File: src/kedh_pkg.sv
// Package for the key escape decoder with hold.
// Holds payload structs, phase and key enums, register indexes and byte codes.
// No dependencies.
package kedh_pkg;

  localparam int unsigned KEY_COUNT = 7;
  localparam int unsigned HOLD_W = 4;
  localparam int unsigned IDLE_W = 16;

  localparam logic [7:0] BYTE_ESC = 8'd27;
  localparam logic [7:0] BYTE_BRACKET = 8'h5B;

  localparam logic [3:0] HOLD_TICKS_RESET = 4'd8;
  localparam logic [15:0] IDLE_LIMIT_RESET = 16'd2000;
  localparam logic [15:0] IDLE_COUNT_MAX = 16'hFFFF;

  localparam logic REG_HOLD_TICKS = 1'b0;
  localparam logic REG_IDLE_LIMIT = 1'b1;

  localparam logic ACTION_CHAR = 1'b0;
  localparam logic ACTION_TICK = 1'b1;

  typedef enum logic [1:0] {
    PH_IDLE = 2'd0,
    PH_ESC  = 2'd1,
    PH_CSI  = 2'd2
  } phase_t;

  typedef enum logic [2:0] {
    KEY_UP        = 3'd0,
    KEY_DOWN      = 3'd1,
    KEY_LEFT      = 3'd2,
    KEY_RIGHT     = 3'd3,
    KEY_PRIMARY   = 3'd4,
    KEY_SECONDARY = 3'd5,
    KEY_SKIP      = 3'd6,
    KEY_NONE      = 3'd7
  } key_t;

  typedef struct packed {
    logic       action;
    logic [7:0] char_code;
  } item_t;

  typedef struct packed {
    logic up_held;
    logic down_held;
    logic left_held;
    logic right_held;
    logic primary_held;
    logic secondary_held;
    logic skip_held;
    logic interactive;
  } result_t;

  typedef struct packed {
    phase_t phase_next;
    logic   hit;
    key_t   key;
  } dec_t;

endpackage

File: src/key_escape_decoder_with_hold_top.sv
// Top level of the key escape decoder with hold: input register, state update,
// result register and configuration port. Depends on kedh_pkg and kedh_decode.
// A tick goes through the input register and then the result register before its result is valid.
// Throughput: one item per cycle unless a tick waits on a stalled result; characters and ticks may follow back to back.
// The result register frees itself in the cycle it is taken, so stall passes back one stage.
// Reset (rst, synchronous): clears phase, hold counters, flag, idle count and both
// valid bits, and restores hold_ticks to 8 and idle_limit to 2000.
module key_escape_decoder_with_hold_top (
  input  logic              clk,
  input  logic              rst,
  input  logic              item_valid,
  output logic              item_stall,
  input  kedh_pkg::item_t   item,
  output logic              result_valid,
  input  logic              result_stall,
  output kedh_pkg::result_t result,
  input  logic              psel,
  input  logic              penable,
  input  logic              pwrite,
  input  logic [2:0]        paddr,
  input  logic [31:0]       pwdata,
  output logic [31:0]       prdata,
  output logic              pready
);

  logic [kedh_pkg::HOLD_W-1:0] hold_ticks;
  logic [kedh_pkg::IDLE_W-1:0] idle_limit;

  logic            item_q_valid;
  kedh_pkg::item_t item_q;

  kedh_pkg::phase_t            phase;
  kedh_pkg::phase_t            phase_next;
  logic [kedh_pkg::HOLD_W-1:0] hold_cnt [kedh_pkg::KEY_COUNT];
  logic [kedh_pkg::HOLD_W-1:0] hold_cnt_next [kedh_pkg::KEY_COUNT];
  logic                        interactive_flag;
  logic                        interactive_flag_next;
  logic [kedh_pkg::IDLE_W-1:0] idle_count;
  logic [kedh_pkg::IDLE_W-1:0] idle_count_next;
  logic [kedh_pkg::IDLE_W-1:0] idle_inc;

  kedh_pkg::dec_t    dec;
  kedh_pkg::result_t result_next;

  logic out_free;
  logic stage_go;
  logic is_tick;
  logic tick_go;
  logic char_go;
  logic cfg_wr;

  assign pready = 1'b1;
  assign cfg_wr = psel && penable && pwrite && pready;

  always_ff @(posedge clk) begin
    if (rst) begin
      hold_ticks <= kedh_pkg::HOLD_TICKS_RESET;
      idle_limit <= kedh_pkg::IDLE_LIMIT_RESET;
    end else if (cfg_wr) begin
      unique case (paddr[2])
        kedh_pkg::REG_HOLD_TICKS: hold_ticks <= pwdata[kedh_pkg::HOLD_W-1:0];
        kedh_pkg::REG_IDLE_LIMIT: idle_limit <= pwdata[kedh_pkg::IDLE_W-1:0];
        default: ;
      endcase
    end
  end

  always_comb begin
    unique case (paddr[2])
      kedh_pkg::REG_HOLD_TICKS: prdata = {28'd0, hold_ticks};
      kedh_pkg::REG_IDLE_LIMIT: prdata = {16'd0, idle_limit};
      default:                  prdata = 32'd0;
    endcase
  end

  assign out_free   = !result_valid || !result_stall;
  assign is_tick    = (item_q.action == kedh_pkg::ACTION_TICK);
  assign stage_go   = item_q_valid && (!is_tick || out_free);
  assign tick_go    = stage_go && is_tick;
  assign char_go    = stage_go && !is_tick;
  assign item_stall = item_q_valid && !stage_go;

  always_ff @(posedge clk) begin
    if (rst) begin
      item_q_valid <= 1'b0;
    end else if (!item_stall) begin
      item_q_valid <= item_valid;
    end
  end

  always_ff @(posedge clk) begin
    if (item_valid && !item_stall) begin
      item_q <= item;
    end
  end

  kedh_decode u_decode (
    .phase     (phase),
    .char_code (item_q.char_code),
    .dec       (dec)
  );

  always_comb begin
    phase_next = phase;
    if (char_go) begin
      phase_next = dec.phase_next;
    end
  end

  always_comb begin
    idle_inc = (idle_count == kedh_pkg::IDLE_COUNT_MAX) ? idle_count
                                                         : idle_count + 1'b1;
    interactive_flag_next = interactive_flag;
    idle_count_next       = idle_count;
    for (int k = 0; k < kedh_pkg::KEY_COUNT; k++) begin
      hold_cnt_next[k] = hold_cnt[k];
    end
    if (char_go) begin
      interactive_flag_next = 1'b1;
      idle_count_next       = '0;
      for (int k = 0; k < kedh_pkg::KEY_COUNT; k++) begin
        if (dec.hit && dec.key == kedh_pkg::key_t'(k)) begin
          hold_cnt_next[k] = hold_ticks;
        end
      end
    end else if (tick_go) begin
      for (int k = 0; k < kedh_pkg::KEY_COUNT; k++) begin
        if (hold_cnt[k] != '0) begin
          hold_cnt_next[k] = hold_cnt[k] - 1'b1;
        end
      end
      if (interactive_flag) begin
        idle_count_next = idle_inc;
        if (idle_inc > idle_limit) begin
          interactive_flag_next = 1'b0;
        end
      end
    end
  end

  always_comb begin
    result_next.up_held        = (hold_cnt[kedh_pkg::KEY_UP] != '0);
    result_next.down_held      = (hold_cnt[kedh_pkg::KEY_DOWN] != '0);
    result_next.left_held      = (hold_cnt[kedh_pkg::KEY_LEFT] != '0);
    result_next.right_held     = (hold_cnt[kedh_pkg::KEY_RIGHT] != '0);
    result_next.primary_held   = (hold_cnt[kedh_pkg::KEY_PRIMARY] != '0);
    result_next.secondary_held = (hold_cnt[kedh_pkg::KEY_SECONDARY] != '0);
    result_next.skip_held      = (hold_cnt[kedh_pkg::KEY_SKIP] != '0);
    result_next.interactive    = interactive_flag_next;
  end

  always_ff @(posedge clk) begin
    if (rst) begin
      phase            <= kedh_pkg::PH_IDLE;
      interactive_flag <= 1'b0;
      idle_count       <= '0;
      for (int k = 0; k < kedh_pkg::KEY_COUNT; k++) begin
        hold_cnt[k] <= '0;
      end
    end else begin
      phase            <= phase_next;
      interactive_flag <= interactive_flag_next;
      idle_count       <= idle_count_next;
      for (int k = 0; k < kedh_pkg::KEY_COUNT; k++) begin
        hold_cnt[k] <= hold_cnt_next[k];
      end
    end
  end

  always_ff @(posedge clk) begin
    if (rst) begin
      result_valid <= 1'b0;
    end else if (out_free) begin
      result_valid <= tick_go;
    end
  end

  always_ff @(posedge clk) begin
    if (tick_go) begin
      result <= result_next;
    end
  end

  a_char_wakes : assert property (@(posedge clk) disable iff (rst)
    char_go |=> interactive_flag && idle_count == '0)
    else $error("character transaction did not set interactive and clear idle count");

  a_tick_result : assert property (@(posedge clk) disable iff (rst)
    tick_go |=> result_valid)
    else $error("tick transaction produced no result");

  a_csi_entry : assert property (@(posedge clk) disable iff (rst)
    char_go && phase == kedh_pkg::PH_ESC && item_q.char_code == kedh_pkg::BYTE_BRACKET
    |=> phase == kedh_pkg::PH_CSI)
    else $error("ESC [ did not enter CSI phase");

  a_no_tick_when_full : assert property (@(posedge clk) disable iff (rst)
    result_valid && result_stall |-> !tick_go)
    else $error("tick processed while result register held");

endmodule

File: src/kedh_decode.sv
// Escape-sequence and plain-key decoder for one received byte.
// Combinational; next phase and decoded key. Depends on kedh_pkg.
module kedh_decode (
  input  kedh_pkg::phase_t phase,
  input  logic [7:0]       char_code,
  output kedh_pkg::dec_t   dec
);

  logic [7:0]    lower;
  kedh_pkg::key_t plain_key;
  kedh_pkg::key_t arrow_key;

  always_comb begin
    lower = char_code;
    if (char_code >= "A" && char_code <= "Z") begin
      lower = char_code + 8'd32;
    end
  end

  always_comb begin
    unique case (lower)
      "w":                       plain_key = kedh_pkg::KEY_UP;
      "s":                       plain_key = kedh_pkg::KEY_DOWN;
      "a":                       plain_key = kedh_pkg::KEY_LEFT;
      "d":                       plain_key = kedh_pkg::KEY_RIGHT;
      "z", " ", 8'h0D, 8'h0A:    plain_key = kedh_pkg::KEY_PRIMARY;
      "x", "c":                  plain_key = kedh_pkg::KEY_SECONDARY;
      "q":                       plain_key = kedh_pkg::KEY_SKIP;
      default:                   plain_key = kedh_pkg::KEY_NONE;
    endcase
  end

  always_comb begin
    unique case (char_code)
      "A":     arrow_key = kedh_pkg::KEY_UP;
      "B":     arrow_key = kedh_pkg::KEY_DOWN;
      "C":     arrow_key = kedh_pkg::KEY_RIGHT;
      "D":     arrow_key = kedh_pkg::KEY_LEFT;
      default: arrow_key = kedh_pkg::KEY_NONE;
    endcase
  end

  // next phase and decoded key
  always_comb begin
    unique case (phase)
      kedh_pkg::PH_ESC: begin
        dec.phase_next = (char_code == kedh_pkg::BYTE_BRACKET) ? kedh_pkg::PH_CSI
                                                                : kedh_pkg::PH_IDLE;
        dec.key = kedh_pkg::KEY_NONE;
      end
      kedh_pkg::PH_CSI: begin
        dec.phase_next = kedh_pkg::PH_IDLE;
        dec.key = arrow_key;
      end
      default: begin
        dec.phase_next = (char_code == kedh_pkg::BYTE_ESC) ? kedh_pkg::PH_ESC
                                                            : kedh_pkg::PH_IDLE;
        dec.key = (char_code == kedh_pkg::BYTE_ESC) ? kedh_pkg::KEY_NONE : plain_key;
      end
    endcase
    dec.hit = (dec.key != kedh_pkg::KEY_NONE);
  end

endmodule

File: config.mk
export PLATFORM = sky130hd
export DESIGN_NAME = key_escape_decoder_with_hold_top
export DESIGN_NICKNAME = d
export VERILOG_FILES = /design/src/kedh_pkg.sv /design/src/key_escape_decoder_with_hold_top.sv /design/src/kedh_decode.sv
export SDC_FILE = /design/constraint.sdc
export NUM_CORES = 1
export LEC_CHECK = 0
export BUFFER_PORTS_ARGS = -buffer_cell sky130_fd_sc_hd__buf_2
export CAP_MARGIN = 20
export CELL_PAD_IN_SITES_DETAIL_PLACEMENT = 0
export CELL_PAD_IN_SITES_GLOBAL_PLACEMENT = 2
export CORE_MARGIN = 2
export CORE_UTILIZATION = 25
export CTS_BUF_LIST = sky130_fd_sc_hd__clkbuf_8
export DETAILED_ROUTE_END_ITERATION = 12
export GPL_TIMING_DRIVEN = 0
export PLACE_DENSITY_LB_ADDON = 0.1
export SYNTH_ARGS = -nofsm -noshare
export SYNTH_HDL_FRONTEND = slang
export SYNTH_HIERARCHICAL = 1
export SYNTH_SLANG_ARGS = --single-unit
File: constraint.sdc
create_clock -name clk -period 6.1 [get_ports clk]
set_input_delay 1.22 -clock clk [delete_from_list [all_inputs] [get_ports clk]]
set_output_delay 1.22 -clock clk [all_outputs]
set_load 0.01 [all_outputs]
==> impl_metrics.tcl, run 1 <==
set metrics [dict create \
    outcome "finished clean" \
    cts_tree "yes" \
    internal-power_w 0.000833 \
    overflow 0 \
    row_count 53 \
    crit_path_end_kind "flip-flop" \
    power_leakage_nw 2.53 \
    crit_fanout 9 \
    slew_headroom 0.390 \
    synthDistinctLibCells 79 \
    die-area_um2 22800 \
    antenna_found_initial 0 \
    startpoint "idle_count[0]" \
    yosys_warnings 6 \
    yosysTopAreaCell "dfxtp_1" \
    fin_skew_ns 0.0145 \
    h-tree-depth 3 \
    power_density_nw_per_um2 185 \
    synthSimpleGateAreaFrac 0.253 \
    required_ns 6.41 \
    clk_latency_ns 0.39 \
    seqPwrFrac 0.512 \
    rsz0062_at_grt "false" \
    power.total_w 0.00117 \
    layout.nets 821 \
    drt_iter0_drc 264 \
    setup_tns_ns 0 \
    hold_path.class "flip-flop to flip-flop" \
    ys_seq_elements 86 \
    io_pins 94 \
    gp_congestion 0.779 \
    worstMarginPinSlew_ns 0.912 \
    ir_drop_mv 0.0829 \
    synth_top_family_by_area "simple AND/OR/NAND/NOR gates" \
    finalMaxSlewViolations 0 \
    start_util 0.256 \
    die_h_um 151 \
    die_w_um 151 \
    async_flop_share 0 \
    power.net_switching_w 0.000334 \
    vias_per_cell 4.72 \
    cts_setup_buffers 0 \
    route.detailed.drc 0 \
    grt_pass1_wl_mm 26.7 \
    wl_per_cell_um 17.1 \
    critPathArrivalTime_ns 4.23 \
    synth-compound-area-share 0.191 \
    max_freq_mhz 255 \
    syn_to_final_growth_pct 16.9 \
    core_um2 21100 \
    cap_violations 0 \
    synth-main-ff-cell "dfxtp_1" \
    hold_viol_final 0 \
    grt_pass1_vias 4690 \
    path_class "flip-flop to flip-flop" \
    syn_area_um2 5390 \
    cts_resized 0 \
    power_frac_clock 0.381 \
    firstDrtPassIters 4 \
    hold_buffers 0 \
    synthesis.instances 658 \
    synth_top_area_frac 0.256 \
    synth_common_cells "nand2_1 (70), dfxtp_1 (69), nor2_1 (61), a21oi_1 (60), inv_1 (42)" \
    switching_share 0.287 \
    path_clk_slew_ns 0.10 \
    antenna_cells 0 \
    post-route-period-util 0.643 \
    synthMuxAreaShare 0.0248 \
    synth-xor-area-share 0.0341 \
    setup_violations 0 \
    p_comb_frac 0.108 \
    wirelength_mm 17.5 \
    cts_max_path_buffers 2 \
    grt_max_degree 17 \
    min-delay-start "hold_cnt[0][1]" \
    synth_fa_ha_area_frac 0.0650 \
    hpwl_mm 13.1 \
    clock-sinks 86 \
    grt_usage 0.157 \
    syn_avg_cell_area_um2 8.19 \
    vias 4821 \
    cts-root-buf "clkbuf_8" \
    startpoint_type "flip-flop" \
    synth_area_leaders "dfxtp_1 (26%), edfxtp_1 (9.5%), ha_1 (6.5%)" \
    drive_gt1_frac 0.158 \
    yosysMostFrequentCell "nand2_1" \
    ys_seq_area_frac 0.351 \
    ant_nets 0 \
    io_buffers 57 \
    synth_edf_count 17 \
    r2r-start "idle_count[0]" \
    fin_crit_ns 3.92 \
    numCtsBuffers 9 \
]
## metrics by stage
stage | cells | hold WS (ns) | cell area (um^2) | setup WS, ns | util
global route | 1022 | 0.500 | 6300 | 1.91 | 0.299
detailed placement | 1006 | 0.462 | 6090 | 2.23 | 0.289
CTS | 1022 | 0.478 | 6300 | 2.19 | 0.299
finish | 1022 | 0.476 | 6300 | 2.18 | 0.299
floorplan | 673 | 0.441 | 5450 | 2.90 | -
global placement | 1005 | 0.462 | 6080 | 2.26 | 0.288
## worst max-delay path: stages, from the launching register on
cell and delay, ns:
dfxtp_1 0.45, ha_1 0.28, nand3_1 0.18, nor4_2 0.48
nand2_1 0.40, nand3_1 0.19, o21a_1 0.15, ha_1 0.25
nand4_1 0.19, nor3_1 0.10, or4b_1 0.51, or4_1 0.53
a21oi_1 0.15
## state kept, by name, indices dropped and copies added (netlist names)
signal,count
hold_cnt,28
idle_count,16
idle_limit,16
item_q,8
result,8
hold_ticks,4
phase,2
interactive_flag,1
is_tick,1
item_q_valid,1
result_valid,1
## path summary, 6_finish.rpt
| kind | endpoint | slack [ns] | depth (start not counted) |
|---|---|---|---|
| max | interactive_flag | 2.18 | 12 |
| min | hold_cnt[0][1] | 0.48 | 2 |
| max reg2reg | interactive_flag | 2.18 | 12 |
| min reg2reg | hold_cnt[0][1] | 0.48 | 2 |
## logic make-up after synthesis
| group | Yosys count |
|---|---|
| AND/OR/NAND/NOR | 258 |
| multiplexers | 13 |
| adder cells (fa/ha/maj) | 28 |
| other | 2 |
| XOR/XNOR | 21 |
| AO/OA/AOI/OAI | 158 |
| buffers and inverters | 92 |
| flip-flops | 86 |
## placed cells by master, fill, tap and decap left out, drive strengths merged, types with 6 or more instances in the layout
cell type and count:
nor2 63, dfxtp 69, xor2 11, inv 46
mux2i 10, a211oi 6, nor3b 12, nand3 12
xnor2 10, conb 17, nor2b 8, a21oi 61
nand2b 7, a211o 9, a31oi 7, ha 28
o21ai 27, and2 17, o211ai 11, edfxtp 17
clkbuf 34, nand2 70, buf 83, nor3 20
or3 6, nand4 12
## layer usage
layer | wire length [um] | part of all wire | track usage
met1 | 8730 | 0.50 | 0.216
met2 | 8010 | 0.46 | 0.256
met3 | 578 | 0.033 | 0.0322
met4 | 129 | 0.0074 | 0.0285
met5 | 0 | 0 | 0
## power groups by stage
stage	combinational (W)	clock [W]	sequential, W
global route	0.000139	0.000486	0.000599
finish	0.000126	0.000444	0.000597
CTS	0.000127	0.000469	0.000598
global placement	0.000125	0	0.000611
detailed placement	0.000127	0	0.000610
floorplan	0.0000779	0	0.000608
## cell type report
cell class / instances / area, um^2
buffer: 50 / 272
clock buffer: 9 / 124
clock inverter: 7 / 80.1
fill: 2344 / 14800
inverter: 42 / 158
multi-input combinational: 495 / 3130
sequential: 86 / 1890
tap: 275 / 344
timing repair buffer: 58 / 300
Power figures use the tool's default switching activity.
==> run 2: changes to the inputs <==
Clock period 6.1 ns to 4.12 ns, I/O delays scaled along.
==> impl_metrics.tcl, run 2 (synthesized netlist as in run 1, its figures left out) <==
set metrics [dict create \
    layout_top_registers "hold_cnt (28), idle_count (16), idle_limit (16)" \
    antenna_cells 0 \
    grt_max_degree 17 \
    die-area_um2 22800 \
    overflow 0 \
    row_count 53 \
    io_buffers 57 \
    cp_num_buf_inv 0 \
    post-route-period-util 0.902 \
    io_pins 94 \
    cts_setup_buffers 0 \
    finalMaxSlewViolations 0 \
    fin_crit_ns 3.72 \
    max_stage_delay_ns 0.53 \
    route.detailed.drc 0 \
    firstDrtPassIters 4 \
    max_freq_mhz 269 \
    hold_viol_final 0 \
    vias_per_cell 4.70 \
    required_ns 4.43 \
    startpoint_type "flip-flop" \
    clk_latency_ns 0.39 \
    vias 4805 \
    wl_per_cell_um 17.0 \
    cap_violations 0 \
    antenna_found_initial 0 \
    grt_usage 0.157 \
    path_clk_slew_ns 0.10 \
    grt_pass1_wl_mm 26.7 \
    worstMarginPinSlew_ns 0.918 \
    h-tree-depth 3 \
    ant_nets 0 \
    drive_gt1_frac 0.158 \
    core_um2 21100 \
    cts_resized 0 \
    cts-root-buf "clkbuf_8" \
    setup_tns_ns 0 \
    syn_to_final_growth_pct 17.0 \
    crit_slowest_cell "or4_1" \
    grt_pass1_vias 4690 \
    crit_path_end_kind "flip-flop" \
    ir_drop_mv 0.123 \
    layout.nets 821 \
    largest_reg_flops 28 \
    top_register "hold_cnt" \
    hold_path.class "flip-flop to flip-flop" \
    rsz0062_at_grt "false" \
    wirelength_mm 17.4 \
    cts_max_path_buffers 2 \
    power.total_w 0.00173 \
    numCtsBuffers 9 \
    hold_buffers 0 \
    gp_congestion 0.779 \
    path_class "flip-flop to flip-flop" \
    hpwl_mm 13.1 \
    slew_headroom 0.385 \
    dp_cells 1006 \
    layout_common_cells "nand2_1 (70), dfxtp_1 (69), nor2_1 (61), buf_2 (60), a21oi_1 (59)" \
    power_leakage_nw 2.55 \
    layout_commonest_cell "nand2_1" \
    cts_tree "yes" \
    cp_top_family "simple AND/OR/NAND/NOR gates" \
    clock-sinks 86 \
    crit_fanout 9 \
    critPathArrivalTime_ns 4.03 \
    power_density_nw_per_um2 274 \
    outcome "finished clean" \
    drt_iter0_drc 260 \
    setup_violations 0 \
    die_w_um 151 \
    path_cells "ha_1 > nand3_1 > nor4_4 > nand2_1 > nand3_1 > o21a_1 > ha_1 > nand4_1 > nor3_1 > or4b_1 > or4_1 > a21oi_1" \
    die_h_um 151 \
    fin_skew_ns 0.0151 \
    final_cells 1022 \
    start_util 0.256 \
]
## run 2: final timing paths
check	from	to	slack [ns]	depth (start not counted)
worst max-delay path	idle_count[0]	interactive_flag	0.40	12
worst min-delay path	hold_cnt[0][1]	hold_cnt[0][1]	0.48	2
worst max register to register	idle_count[0]	interactive_flag	0.40	12
worst min register to register	hold_cnt[0][1]	hold_cnt[0][1]	0.48	2
## run 2: where the power goes
group	total [W]	internal, W	leakage (nW)	switching (W)
Sequential	0.000884	0.000872	0.721	0.0000119
Combinational	0.000186	0.0000693	1.72	0.000116
Clock	0.000659	0.000291	0.108	0.000368
Total	0.00173	0.00123	2.55	0.000496
## run 2: metal layers
metal,GRT usage,vias up,routed length (um)
li1,-,2462,-
met1,0.216,2243,8600
met5,0,-,0
met4,0.0285,0,139
met3,0.0322,9,652
met2,0.256,91,8010
## run 2: through the flow
stage | worst slack [ns] | utilization | instance area (um^2) | hold WS [ns]
finish | 0.405 | 0.299 | 6310 | 0.476
global route | 0.108 | 0.299 | 6310 | 0.500
CTS | 0.211 | 0.299 | 6300 | 0.478
detailed placement | 0.253 | 0.289 | 6090 | 0.462
global placement | 0.278 | 0.288 | 6080 | 0.462
floorplan | 0.923 | - | 5450 | 0.441
## run 2: layout make-up
cell class,instances,area (um^2)
multi-input cells,495,3140
inverters,42,158
repair buffers,58,300
flip-flops and latches,86,1890
clock buffers,9,124
clock inverters,7,80.1
plain buffers,50,272
well taps,275,344
fillers,2341,14800
## run 2: worst min-delay path, stage by stage, from the launching register on
cell	delay, ns
dfxtp_1	0.34
nand2_1	0.06
a21oi_1	0.05
==> run 3: changes to the inputs <==
Settings changed: ABC_AREA from default to 1, CORE_MARGIN 2 to 4.
==> impl_metrics.tcl, run 3 <==
set metrics [dict create \
    synth_top_area_frac 0.258 \
    max_stage_delay_ns 0.50 \
    cts_resized 0 \
    crit_path_frequent_cell "nand2_1" \
    grt_pass1_wl_mm 25.5 \
    seqCellArea_um2 1890 \
    synth_common_cells "nand2_1 (122), inv_1 (121), o21ai_0 (82), dfxtp_1 (69), nor2_1 (67)" \
    post-route-util 0.298 \
    synthSimpleGateAreaFrac 0.238 \
    syn_avg_cell_area_um2 7.02 \
    synth_top_family_by_area "simple AND/OR/NAND/NOR gates" \
    setup_slack_ns 0.771 \
    route.detailed.drc 0 \
    crit_fanout 7 \
    layout_common_cells "nand2_1 (122), inv_1 (121), o21ai_0 (82), dfxtp_1 (69), nor2_1 (67)" \
    yosysMostFrequentCell "nand2_1" \
    setup_violations 0 \
    start_util 0.254 \
    hpwl_mm 12.4 \
    final_cells 1124 \
    finalMaxSlewViolations 0 \
    multiInputGateArea_um2 2790 \
    hold_buffers 0 \
    ant_nets 0 \
    slew_headroom 0.524 \
    h-tree-depth 3 \
    dp_cells 1108 \
    layout_top_registers "hold_cnt (28), idle_count (16), idle_limit (16)" \
    path_class "flip-flop to flip-flop" \
    outcome "finished clean" \
    numCtsBuffers 9 \
    power_density_nw_per_um2 312 \
    synth_fa_ha_area_frac 0.0655 \
    fin_crit_ns 3.35 \
    firstDrtPassIters 5 \
    synth_area_leaders "dfxtp_1 (26%), edfxtp_1 (9.5%), nand2_1 (8.6%)" \
    yosys_warnings 6 \
    hold_path.class "flip-flop to flip-flop" \
    worstMarginPinSlew_ns 0.715 \
    cap_violations 0 \
    layout_commonest_cell "nand2_1" \
    crit_path_end_kind "flip-flop" \
    grt_usage 0.135 \
    grt_max_degree 16 \
    ys_seq_area_frac 0.354 \
    fill_cells 2320 \
    fin_skew_ns 0.0137 \
    io_buffers 56 \
    clock-sinks 86 \
    cts_max_path_buffers 2 \
    setup_tns_ns 0 \
    synth-main-ff-cell "dfxtp_1" \
    hold_viol_final 0 \
    top_register "hold_cnt" \
    synth-compound-area-share 0.177 \
    gp_congestion 0.770 \
    clk_latency_ns 0.38 \
    ys_seq_elements 86 \
    holdWs_ns 0.487 \
    layout.nets 923 \
    power_leakage_nw 3.05 \
    io_pins 94 \
    crit_slowest_cell "edfxtp_1" \
    pre_cts_ws_ns 0.751 \
    yosysTopAreaCell "dfxtp_1" \
    rsz0062_at_grt "false" \
    startpoint_type "flip-flop" \
    die_w_um 154 \
    cts-root-buf "clkbuf_8" \
    path_clk_slew_ns 0.09 \
    drive_gt1_frac 0.174 \
    row_count 53 \
    synth-xor-area-share 0.0295 \
    synthDistinctLibCells 42 \
    vias_per_cell 4.44 \
    synthMuxAreaShare 0 \
    core_um2 21000 \
    drt_iter0_drc 270 \
    cts_tree "yes" \
    required_ns 4.39 \
    vias 4994 \
    grt_pass1_vias 4871 \
    post-route-period-util 0.813 \
    die-area_um2 23800 \
    wirelength_mm 15.9 \
    synth_edf_count 17 \
    cts_setup_buffers 0 \
    async_flop_share 0 \
    wl_per_cell_um 14.2 \
    largest_reg_flops 28 \
    syn_area_um2 5350 \
    antenna_found_initial 0 \
    ir_drop_mv 0.151 \
    max_freq_mhz 299 \
    antenna_cells 0 \
    synthesis.instances 762 \
    cp_num_buf_inv 4 \
    overflow 0 \
    cp_top_family "simple AND/OR/NAND/NOR gates" \
    critPathArrivalTime_ns 3.62 \
    syn_to_final_growth_pct 17.0 \
    die_h_um 154 \
]
-- run 3: cell count changes after synthesis, moves of 15 or more --
cell     delta
nand2_1    +52
nand2_2    +20
inv_1      +79
and2_1     -15
o21ai_0    +66
-- run 3: worst paths after layout --
path                                      from        endpoint  slack [ns]  cells after the start
worst max-delay path                 item_q[1]  hold_cnt[2][0]        0.77                     26
worst min-delay path            hold_cnt[3][1]  hold_cnt[3][1]        0.49                      2
worst max register to register       item_q[1]  hold_cnt[2][0]        0.77                     26
worst min register to register  hold_cnt[3][1]  hold_cnt[3][1]        0.49                      2
-- run 3: logic make-up (layout without fill, tap and decap cells) --
| group | after synthesis | after routing |
|---|---|---|
| and+or+nand+nor | 280 | 280 |
| AOI/OAI and AO/OA | 178 | 178 |
| buffers and inverters | 170 | 242 |
| DFF | 86 | 86 |
| adders and majority gates | 28 | 28 |
| xor gates and xnor gates | 18 | 18 |
| other | 2 | 17 |
-- run 3: routing by layer --
layer / routed length, um / GRT usage / vias to the layer above
li1: - / - / 2585
met1: 7450 / 0.174 / 2292
met2: 7630 / 0.231 / 103
met3: 647 / 0.0241 / 14
met4: 207 / 0.0416 / 0
met5: 0 / 0 / -
-- run 3: cell type report --
cell class,count,share of cell area
buffer,36,0.0352
clock buffer,10,0.0220
clock inverter,6,0.0146
inverter,134,0.0804
multi-input combinational,521,0.446
sequential,86,0.302
tap,275,0.0550
timing repair buffer,56,0.0448
-- run 3: per-stage QoR --
stage | total power (W) | cell area, um^2
6_report | 0.00195 | 6260
5_1_grt | 0.00208 | 6260
4_1_cts | 0.00199 | 6260
3_5_place_dp | 0.00127 | 6030
3_3_place_gp | 0.00126 | 6030
2_1_floorplan | 0.00117 | 5410
-- run 3: worst reg2reg max path, stage by stage, from the launching register on --
cell      delay [ns]
edfxtp_1        0.50
inv_2           0.15
nand2_2         0.08
nor2_2          0.12
nand2_1         0.06
nand2_1         0.09
inv_2           0.05
nand3_1         0.09
nand2_1         0.09
nor2_4          0.18
nand2_2         0.10
nor2_2          0.11
nor2_1          0.06
nand4_1         0.10
nand2_1         0.07
nand2_1         0.06
nand2_1         0.16
nand3_2         0.12
inv_1           0.04
nor2_1          0.22
nand2_1         0.08
nand2_1         0.06
o21ai_0         0.07
nor2_1          0.23
inv_1           0.14
o21ai_0         0.16
a21oi_1         0.06
-- run 3: report_power, final --
group	leakage (nW)	internal (W)	switching [W]
clock network	0.118	0.000364	0.000341
logic	2.21	0.000116	0.000204
registers	0.724	0.000900	0.0000285
total	3.05	0.00138	0.000573
